<file path="config.mk">
export PLATFORM = sky130hd
export DESIGN_NAME = longest_prefix_route_lookup_core
export DESIGN_NICKNAME = d
export VERILOG_FILES = /design/src/rtl/lpr_pkg.sv /design/src/rtl/lpr_ram.sv /design/src/rtl/lpr_ctrl.sv /design/src/rtl/lpr_dpath.sv /design/src/rtl/longest_prefix_route_lookup_core.sv
export SDC_FILE = /design/constraint.sdc
export NUM_CORES = 2
export LEC_CHECK = 0
export BUFFER_PORTS_ARGS = -buffer_cell sky130_fd_sc_hd__clkbuf_2
export CAP_MARGIN = 20
export CORE_ASPECT_RATIO = 1.4
export CORE_MARGIN = 1
export CORE_UTILIZATION = 60
export DETAILED_ROUTE_END_ITERATION = 16
export PLACE_DENSITY = 0.77
export SETUP_SLACK_MARGIN = 0.4
export SKIP_LAST_GASP = 1
export SLEW_MARGIN = 20
export SYNTH_ARGS = -nofsm -noshare
export SYNTH_HDL_FRONTEND = slang
export SYNTH_SLANG_ARGS = --single-unit
</file>
<file path="constraint.sdc">
create_clock -name clk_i -period 27.9 [get_ports clk_i]
set_input_delay 5.58 -clock clk_i [delete_from_list [all_inputs] [get_ports clk_i]]
set_output_delay 5.58 -clock clk_i [all_outputs]
set_load 0.02 [all_outputs]
</file>
<file path="src/rtl/lpr_pkg.sv">
// Shared types and constants for the longest-prefix route lookup core.
// Used by lpr_ctrl, lpr_dpath and longest_prefix_route_lookup_core; no dependencies.
package lpr_pkg;

  localparam int ROUTE_ENTRIES = 16;
  localparam int PORT_BITS     = 2;
  localparam int ADDR_W        = 32;
  localparam int IDX_W         = (ROUTE_ENTRIES > 1) ? $clog2(ROUTE_ENTRIES) : 1;
  localparam int ENTRY_W       = 3 * ADDR_W + PORT_BITS;

  localparam logic [IDX_W-1:0] LAST_IDX = IDX_W'(ROUTE_ENTRIES - 1);

  // command codes
  localparam logic [1:0] CMD_LOOKUP = 2'd0;
  localparam logic [1:0] CMD_WRITE  = 2'd1;
  localparam logic [1:0] CMD_INVAL  = 2'd2;

  typedef struct packed {
    logic [1:0]        cmd;
    logic [3:0]        entry_index;
    logic [ADDR_W-1:0] route_dest;
    logic [ADDR_W-1:0] route_mask;
    logic [ADDR_W-1:0] route_gateway;
    logic [1:0]        route_port;
    logic [ADDR_W-1:0] lookup_addr;
  } lpr_req_t;

  typedef struct packed {
    logic              hit;
    logic [ADDR_W-1:0] next_hop;
    logic [1:0]        out_port;
    logic              was_write;
  } lpr_rsp_t;

  // one table row as stored in the RAM
  typedef struct packed {
    logic [ADDR_W-1:0]    dest;
    logic [ADDR_W-1:0]    mask;
    logic [ADDR_W-1:0]    gateway;
    logic [PORT_BITS-1:0] port;
  } lpr_entry_t;

  // controller to datapath commands
  typedef struct packed {
    logic             load;
    logic             wr_en;
    logic             inval_en;
    logic             scan_clr;
    logic             rd_en;
    logic [IDX_W-1:0] rd_addr;
  } lpr_ctrl_t;

endpackage

</file>
<file path="src/rtl/lpr_ram.sv">
// Generic single-port-write, single-port-read RAM with registered read data.
// No dependencies.
module lpr_ram #(
  parameter int WIDTH = 8,
  parameter int DEPTH = 16,
  parameter int AW    = (DEPTH > 1) ? $clog2(DEPTH) : 1
) (
  input  logic             clk_i,
  input  logic             we_i,
  input  logic [AW-1:0]    waddr_i,
  input  logic [WIDTH-1:0] wdata_i,
  input  logic             re_i,
  input  logic [AW-1:0]    raddr_i,
  output logic [WIDTH-1:0] rdata_o
);

  logic [WIDTH-1:0] mem_q [DEPTH];
  logic [WIDTH-1:0] rdata_q;

  always_ff @(posedge clk_i) begin
    if (we_i) begin
      mem_q[waddr_i] <= wdata_i;
    end
    if (re_i) begin
      rdata_q <= mem_q[raddr_i];
    end
  end

  assign rdata_o = rdata_q;

endmodule

</file>
<file path="src/rtl/lpr_ctrl.sv">
// Control state machine of the route lookup core: accepts words, sequences the scan.
// Depends on lpr_pkg.
module lpr_ctrl (
  input  logic              clk_i,
  input  logic              rst_ni,
  input  logic              start_i,
  input  logic [1:0]        req_cmd_i,
  output logic              busy_o,
  output logic              result_valid_o,
  output lpr_pkg::lpr_ctrl_t ctrl_o
);

  typedef enum logic [3:0] {
    S_IDLE = 4'b0001,
    S_SCAN = 4'b0010,
    S_TAIL = 4'b0100,
    S_RESP = 4'b1000
  } state_e;

  state_e                   state_q, state_d;
  logic [lpr_pkg::IDX_W-1:0] cnt_q, cnt_d;

  always_comb begin
    state_d        = state_q;
    cnt_d          = cnt_q;
    ctrl_o         = '0;
    case (state_q)
      S_IDLE: begin
        if (start_i) begin
          ctrl_o.load = 1'b1;
          state_d     = S_RESP;
          case (req_cmd_i)
            lpr_pkg::CMD_LOOKUP: begin
              ctrl_o.scan_clr = 1'b1;
              cnt_d           = '0;
              state_d         = S_SCAN;
            end
            lpr_pkg::CMD_WRITE: ctrl_o.wr_en = 1'b1;
            lpr_pkg::CMD_INVAL: ctrl_o.inval_en = 1'b1;
            default: ;
          endcase
        end
      end
      S_SCAN: begin
        ctrl_o.rd_en   = 1'b1;
        ctrl_o.rd_addr = cnt_q;
        if (cnt_q == lpr_pkg::LAST_IDX) begin
          state_d = S_TAIL;
        end else begin
          cnt_d = cnt_q + lpr_pkg::IDX_W'(1);
        end
      end
      S_TAIL: state_d = S_RESP;
      S_RESP: state_d = S_IDLE;
      default: state_d = S_IDLE;
    endcase
  end

  always_ff @(posedge clk_i or negedge rst_ni) begin
    if (!rst_ni) begin
      state_q <= S_IDLE;
      cnt_q   <= '0;
    end else begin
      state_q <= state_d;
      cnt_q   <= cnt_d;
    end
  end

  assign busy_o         = (state_q != S_IDLE);
  assign result_valid_o = (state_q == S_RESP);

  a_state_onehot: assert property (@(posedge clk_i) disable iff (!rst_ni)
    $onehot(state_q))
    else $error("state register not one-hot");

  a_strobe_single: assert property (@(posedge clk_i) disable iff (!rst_ni)
    result_valid_o |=> !result_valid_o)
    else $error("result strobe longer than one cycle");

  a_write_ack: assert property (@(posedge clk_i) disable iff (!rst_ni)
    (start_i && !busy_o && (req_cmd_i == lpr_pkg::CMD_WRITE || req_cmd_i == lpr_pkg::CMD_INVAL))
    |=> result_valid_o)
    else $error("write not acknowledged in the next cycle");

  a_lookup_scans: assert property (@(posedge clk_i) disable iff (!rst_ni)
    (start_i && !busy_o && req_cmd_i == lpr_pkg::CMD_LOOKUP) |=> (busy_o && !result_valid_o))
    else $error("lookup finished without scanning");

endmodule

</file>
<file path="src/rtl/lpr_dpath.sv">
// Datapath of the route lookup core: route table, valid bits, compare and best-match registers.
// Depends on lpr_pkg and lpr_ram.
module lpr_dpath (
  input  logic               clk_i,
  input  logic               rst_ni,
  input  lpr_pkg::lpr_ctrl_t ctrl_i,
  input  lpr_pkg::lpr_req_t  req_i,
  output lpr_pkg::lpr_rsp_t  rsp_o
);

  logic [lpr_pkg::ROUTE_ENTRIES-1:0] valid_q;
  logic [lpr_pkg::IDX_W-1:0]         waddr;
  logic                              in_rng;
  lpr_pkg::lpr_entry_t               wentry;
  lpr_pkg::lpr_entry_t               rentry;

  logic                              cmp_vld_q;
  logic [lpr_pkg::IDX_W-1:0]         cmp_idx_q;
  logic                              match;

  logic [1:0]                        cmd_q;
  logic [lpr_pkg::ADDR_W-1:0]        addr_q;
  logic                              found_q;
  logic [lpr_pkg::ADDR_W-1:0]        best_mask_q;
  logic [lpr_pkg::ADDR_W-1:0]        best_gw_q;
  logic [lpr_pkg::PORT_BITS-1:0]     best_port_q;

  assign in_rng = (32'(req_i.entry_index) < lpr_pkg::ROUTE_ENTRIES);
  assign waddr  = lpr_pkg::IDX_W'(req_i.entry_index);

  always_comb begin
    wentry.dest    = req_i.route_dest;
    wentry.mask    = req_i.route_mask;
    wentry.gateway = req_i.route_gateway;
    wentry.port    = lpr_pkg::PORT_BITS'(req_i.route_port);
  end

  lpr_ram #(
    .WIDTH(lpr_pkg::ENTRY_W),
    .DEPTH(lpr_pkg::ROUTE_ENTRIES)
  ) u_table (
    .clk_i  (clk_i),
    .we_i   (ctrl_i.wr_en && in_rng),
    .waddr_i(waddr),
    .wdata_i(wentry),
    .re_i   (ctrl_i.rd_en),
    .raddr_i(ctrl_i.rd_addr),
    .rdata_o(rentry)
  );

  always_ff @(posedge clk_i or negedge rst_ni) begin
    if (!rst_ni) begin
      valid_q   <= '0;
      cmp_vld_q <= 1'b0;
      found_q   <= 1'b0;
    end else begin
      cmp_vld_q <= ctrl_i.rd_en;
      if (ctrl_i.wr_en && in_rng) begin
        valid_q[waddr] <= 1'b1;
      end
      if (ctrl_i.inval_en && in_rng) begin
        valid_q[waddr] <= 1'b0;
      end
      if (ctrl_i.scan_clr) begin
        found_q <= 1'b0;
      end else if (match) begin
        found_q <= 1'b1;
      end
    end
  end

  // masked compare of the row read last cycle; ties go to the later (higher) slot
  assign match = cmp_vld_q && valid_q[cmp_idx_q]
              && (((addr_q ^ rentry.dest) & rentry.mask) == '0)
              && (rentry.mask >= best_mask_q);

  always_ff @(posedge clk_i) begin
    cmp_idx_q <= ctrl_i.rd_addr;
    if (ctrl_i.load) begin
      cmd_q  <= req_i.cmd;
      addr_q <= req_i.lookup_addr;
    end
    if (ctrl_i.scan_clr) begin
      best_mask_q <= '0;
    end else if (match) begin
      best_mask_q <= rentry.mask;
      best_gw_q   <= rentry.gateway;
      best_port_q <= rentry.port;
    end
  end

  always_comb begin
    rsp_o = '0;
    case (cmd_q)
      lpr_pkg::CMD_LOOKUP: begin
        rsp_o.hit = found_q;
        if (found_q) begin
          rsp_o.next_hop = best_gw_q;
          rsp_o.out_port = 2'(best_port_q);
        end else begin
          rsp_o.next_hop = '1;
        end
      end
      lpr_pkg::CMD_WRITE: rsp_o.was_write = 1'b1;
      lpr_pkg::CMD_INVAL: rsp_o.was_write = 1'b1;
      default: ;
    endcase
  end

  a_found_clear: assert property (@(posedge clk_i) disable iff (!rst_ni)
    $fell(found_q) |-> $past(ctrl_i.scan_clr))
    else $error("match flag dropped outside a scan start");

endmodule

</file>
<file path="src/rtl/longest_prefix_route_lookup_core.sv">
// Lookup: after acceptance the controller steps through S_SCAN, S_TAIL and S_RESP, and the result
// strobe comes in S_RESP; the scan reads one row per cycle through the table RAM's port.
// Write and invalidate: result in the cycle after acceptance; a new command is taken only once busy is low.
// busy is high from acceptance until the result cycle ends; the receiver cannot stall.
// Reset clears the valid bits and the controller at once; no clearing pass is needed.
// Depends on lpr_pkg, lpr_ctrl, lpr_dpath and lpr_ram.
module longest_prefix_route_lookup_core (
  input  logic              clk_i,
  input  logic              rst_ni,
  input  logic              start,
  output logic              busy,
  input  lpr_pkg::lpr_req_t req_i,
  output logic              result_valid_o,
  output lpr_pkg::lpr_rsp_t rsp_o
);

  lpr_pkg::lpr_ctrl_t ctrl;

  // sequence: accept the word, then for a lookup sweep the table, hold the best match, strobe the result
  lpr_ctrl u_ctrl (
    .clk_i         (clk_i),
    .rst_ni        (rst_ni),
    .start_i       (start),
    .req_cmd_i     (req_i.cmd),
    .busy_o        (busy),
    .result_valid_o(result_valid_o),
    .ctrl_o        (ctrl)
  );

  // table storage, masked compare and the best-route registers
  lpr_dpath u_dpath (
    .clk_i (clk_i),
    .rst_ni(rst_ni),
    .ctrl_i(ctrl),
    .req_i (req_i),
    .rsp_o (rsp_o)
  );

endmodule
</file>
==> results.py <==
metrics = {
    "yosys": {
        "ys_seq_area_share_pct": 74.3,
        "syn_nets": 5130,
        "synth_area_leaders": "edfxtp_1 (72%), mux2i_1 (4.6%), nand2_1 (4.1%), nand3_1 (2.1%), a211oi_1 (2.1%)",
        "syn_inst": 4957,
        "ys.flop_type": "edfxtp_1",
        "yosys.area.top_type": "edfxtp_1",
        "synth.yosys.warnings": 0,
        "ys_ff_latch": 1796,
        "synth_edf_count": 1734,
        "yosysTopAreaCellShare_pct": 72.4,
        "avgSynthCellArea_um2": 14.5,
        "synthArstFlopShare_pct": 1.45,
        "ys_types": 50,
        "syn_area_um2": 71900,
    },
    "timing": {
        "timing.hold.ws_ns": 0.415,
        "fin_skew_ns": 0.0246,
        "slew_viol_final": 0,
        "worst-slew-pin-transition_ns": 1.17,
        "tns_ns": 0,
        "fin_crit_ns": 8.53,
        "rsz0062_at_grt": "no",
        "finalCritPeriodShare_pct": 30.6,
        "hold_viol_final": 0,
        "slew_headroom_pct": 21.0,
        "finalSetupViolCount": 0,
        "max_freq_mhz": 117,
    },
    "power": {
        "p_clk_share_pct": 37.8,
        "p_sw_uw": 1400,
        "p_comb_share_pct": 9.6,
        "p_per_area_nw_per_um2": 73.0,
        "p_leak_uw": 0.0255,
        "worst_ir_drop_vdd_mv": 0.0678,
        "power.internal_uw": 4400,
        "swShare_pct": 24.1,
        "pwr-share-seq_pct": 52.6,
    },
    "placement": {
        "hpwl_mm": 91.3,
        "io_buffer_count": 176,
        "gp_congestion": 0.877,
    },
    "setup_path": {
        "cp.required_ns": 28.32,
        "arrival_ns": 8.95,
        "cp.buffers_inverters": 3,
        "startpoint_type": "input port",
        "crit_path_cell_trace": "clkbuf_2 > nand2_1 > nor3b_1 > nand2_1 > nor2_4 > buf_4 > buf_4",
        "path_class": "input port to register",
        "crit_path_top_delay_cell": "buf_4",
        "cp-end-kind": "register",
        "max_stage_delay_ns": 0.73,
        "crit_path_max_fanout": 41,
        "path_delay_family": "simple AND/OR/NAND/NOR gates",
    },
    "global_routing": {
        "grt_max_degree": 186,
        "grt_pass1_vias": 42600,
        "antenna_found_initial": 19,
        "overflow": 0,
        "grt_pass1_wl_mm": 258,
        "grt_use_total_pct": 28.8,
    },
    "min_path": {
        "hold_class": "register to register",
    },
    "clock_network": {
        "clock_sinks": 1796,
        "cts-root-buf": "clkbuf_16",
        "clk_pin_slew_ns": 0.06,
        "clk_latency_ns": 0.81,
        "postCtsResizedCells": 0,
        "post_cts_buffers": 0,
        "cts_tree": "done",
        "cts_buffer_depth": 3,
        "cts.htree.levels": 4,
        "cts_buffers": 163,
        "cts_hold_buffers": 0,
    },
    "routing": {
        "remaining_drc_errors": 0,
        "ant_nets": 0,
        "wl_per_cell_um": 25.7,
        "drt-met1-wl_mm": 66.8,
        "wl_met3_mm": 15.2,
        "vias": 42800,
        "dr.pass1.iters": 5,
        "drtIter0Drc": 5023,
        "top_layer_used": "met5",
        "met2_length_mm": 85.3,
        "via_per_inst": 6.32,
        "wl_mm": 174,
    },
    "final_layout": {
        "nFillCells": 7752,
        "seq_area_um2": 53500,
        "area_growth_pct": 10.4,
        "nNetsFinal": 5228,
        "drive_above_1_share_pct": 11.6,
        "multi_input_comb_area_um2": 17000,
    },
    "floorplanning": {
        "core_area_um2": 118000,
        "rows": 149,
        "initial_utilization_pct": 60.7,
        "pin_count": 177,
        "dieArea_um2": 121000,
        "die_y_um": 412,
        "die_w_um": 295,
    },
    "run": {
        "max_cap_viol_count": 0,
    },
    "outcome": {
        "status": "finished clean",
    },
}
[final timing paths]
kind | depth (start not counted) | startpoint | endpoint | slack [ns]
worst max-delay path | 7 | start | u_dpath.u_table.mem_q[8][36] | 19.37
worst min-delay path | 0 | u_dpath.u_table.rdata_o[14] | u_dpath.best_gw_q[12] | 0.41
worst max register to register | 10 | u_ctrl.state_q[3] | u_dpath.u_table.rdata_o[20] | 22.13
worst min register to register | 0 | u_dpath.u_table.rdata_o[14] | u_dpath.best_gw_q[12] | 0.41
max in group asynchronous | 1 | rst_ni | u_ctrl.cnt_q[1] | 22.50
min in group asynchronous | 1 | rst_ni | u_dpath.valid_q[5] | 4.84
[layout make-up]
| type | instances | area share, % |
|---|---|---|
| Sequential cell | 1796 | 67.4 |
| Clock inverter | 90 | 1.12 |
| Antenna cell | 10 | 0.0315 |
| Tap cell | 1585 | 2.50 |
| Multi-Input combinational cell | 2783 | 21.4 |
| Inverter | 74 | 0.385 |
| Timing Repair Buffer | 237 | 1.83 |
| Clock buffer | 194 | 5.38 |
[synth_stat cells, drive strengths merged, types with 2 or more instances]
master  instances
a211oi        200
nor2           24
nor4b           2
buf           115
a21oi         125
a21boi         32
mux2i         327
and3            3
nor2b         199
nor3b           2
nand3         303
nand2         790
or4b            2
mux2           99
or2             2
or3             3
mux4            4
o21ai         337
a22oi          14
nand2b          5
dfxtp          36
nor4            4
o211ai          2
inv            74
edfxtp       1734
clkbuf        189
dfrtp          25
and2            5
a21o            2
a31oi          99
nand4         113
xor2           33
nor3           11
ha             34
[placed cells by master (no fill, tap or decap), types with 14 or more instances in the layout]
cell,instances
dfrtp_1,21
clkinv_2,18
dfxtp_1,36
clkbuf_16,164
mux2i_1,327
inv_1,71
mux2_2,99
nand4_1,113
ha_1,33
a21boi_0,32
clkbuf_2,176
clkinv_1,37
a31oi_1,99
edfxtp_1,1734
a22oi_1,14
a211oi_1,200
o21ai_0,287
o21ai_1,50
a21oi_1,125
nand2_1,787
xor2_1,33
clkbuf_1,25
nor2b_1,199
buf_4,52
nand3_1,303
[through the flow]
stage          worst slack, ns  power, uW  std cells  cell area (um2)  utilization [%]
2_1_floorplan            14.22       3460       4957            71900                -
3_3_place_gp             18.68       3640       6475            74200             62.7
3_5_place_dp             18.62       3650       6475            74200             62.7
4_1_cts                  19.46       5800       6759            79300             67.0
5_1_grt                  19.24       5940       6766            79400             67.0
6_report                 19.37       5790       6769            79400             67.0
[flip-flops by register name, summed over array words and instances (netlist names)]
signal and flops:
u_ctrl.state_q 4, u_dpath.cmp_idx_q 4, u_dpath.found_q 1, u_dpath.u_table.mem_q 1568, u_dpath.best_gw_q 32, u_dpath.best_port_q 2
u_dpath.u_table.rdata_o 98, u_dpath.valid_q 16, u_dpath.cmd_q 2, u_dpath.addr_q 32, u_dpath.best_mask_q 32, u_ctrl.cnt_q 4
u_dpath.cmp_vld_q 1
[per-layer routing]
metal  vias up  global-route usage (%)
li1      18900                       -
met1     21300                    37.7
met2      2257                    47.2
met3       369                    5.09
met4         6                    13.1
met5         -                       0
[power groups by stage]
stage | logic, uW | registers [uW] | clock network (uW)
floorplan | 396 | 3070 | 0
global placement | 540 | 3100 | 0
detailed placement | 552 | 3100 | 0
CTS | 555 | 3040 | 2210
global route | 597 | 3050 | 2300
finish | 559 | 3050 | 2190
[kinds of logic (layout without fill, tap and decap cells)]
group,Yosys count,after routing,share of synthesized area (%)
multiplexers,430,430,6.23
XOR/XNOR,33,33,0.402
AO/OA/AOI/OAI,817,817,6.76
adder cells (fa/ha/maj),34,34,0.592
flip-flops,1796,1796,74.3
other,0,10,0
buffers and inverters,378,595,2.26
AND/OR/NAND/NOR,1469,1469,9.44
(Power assumes the default switching activity.)
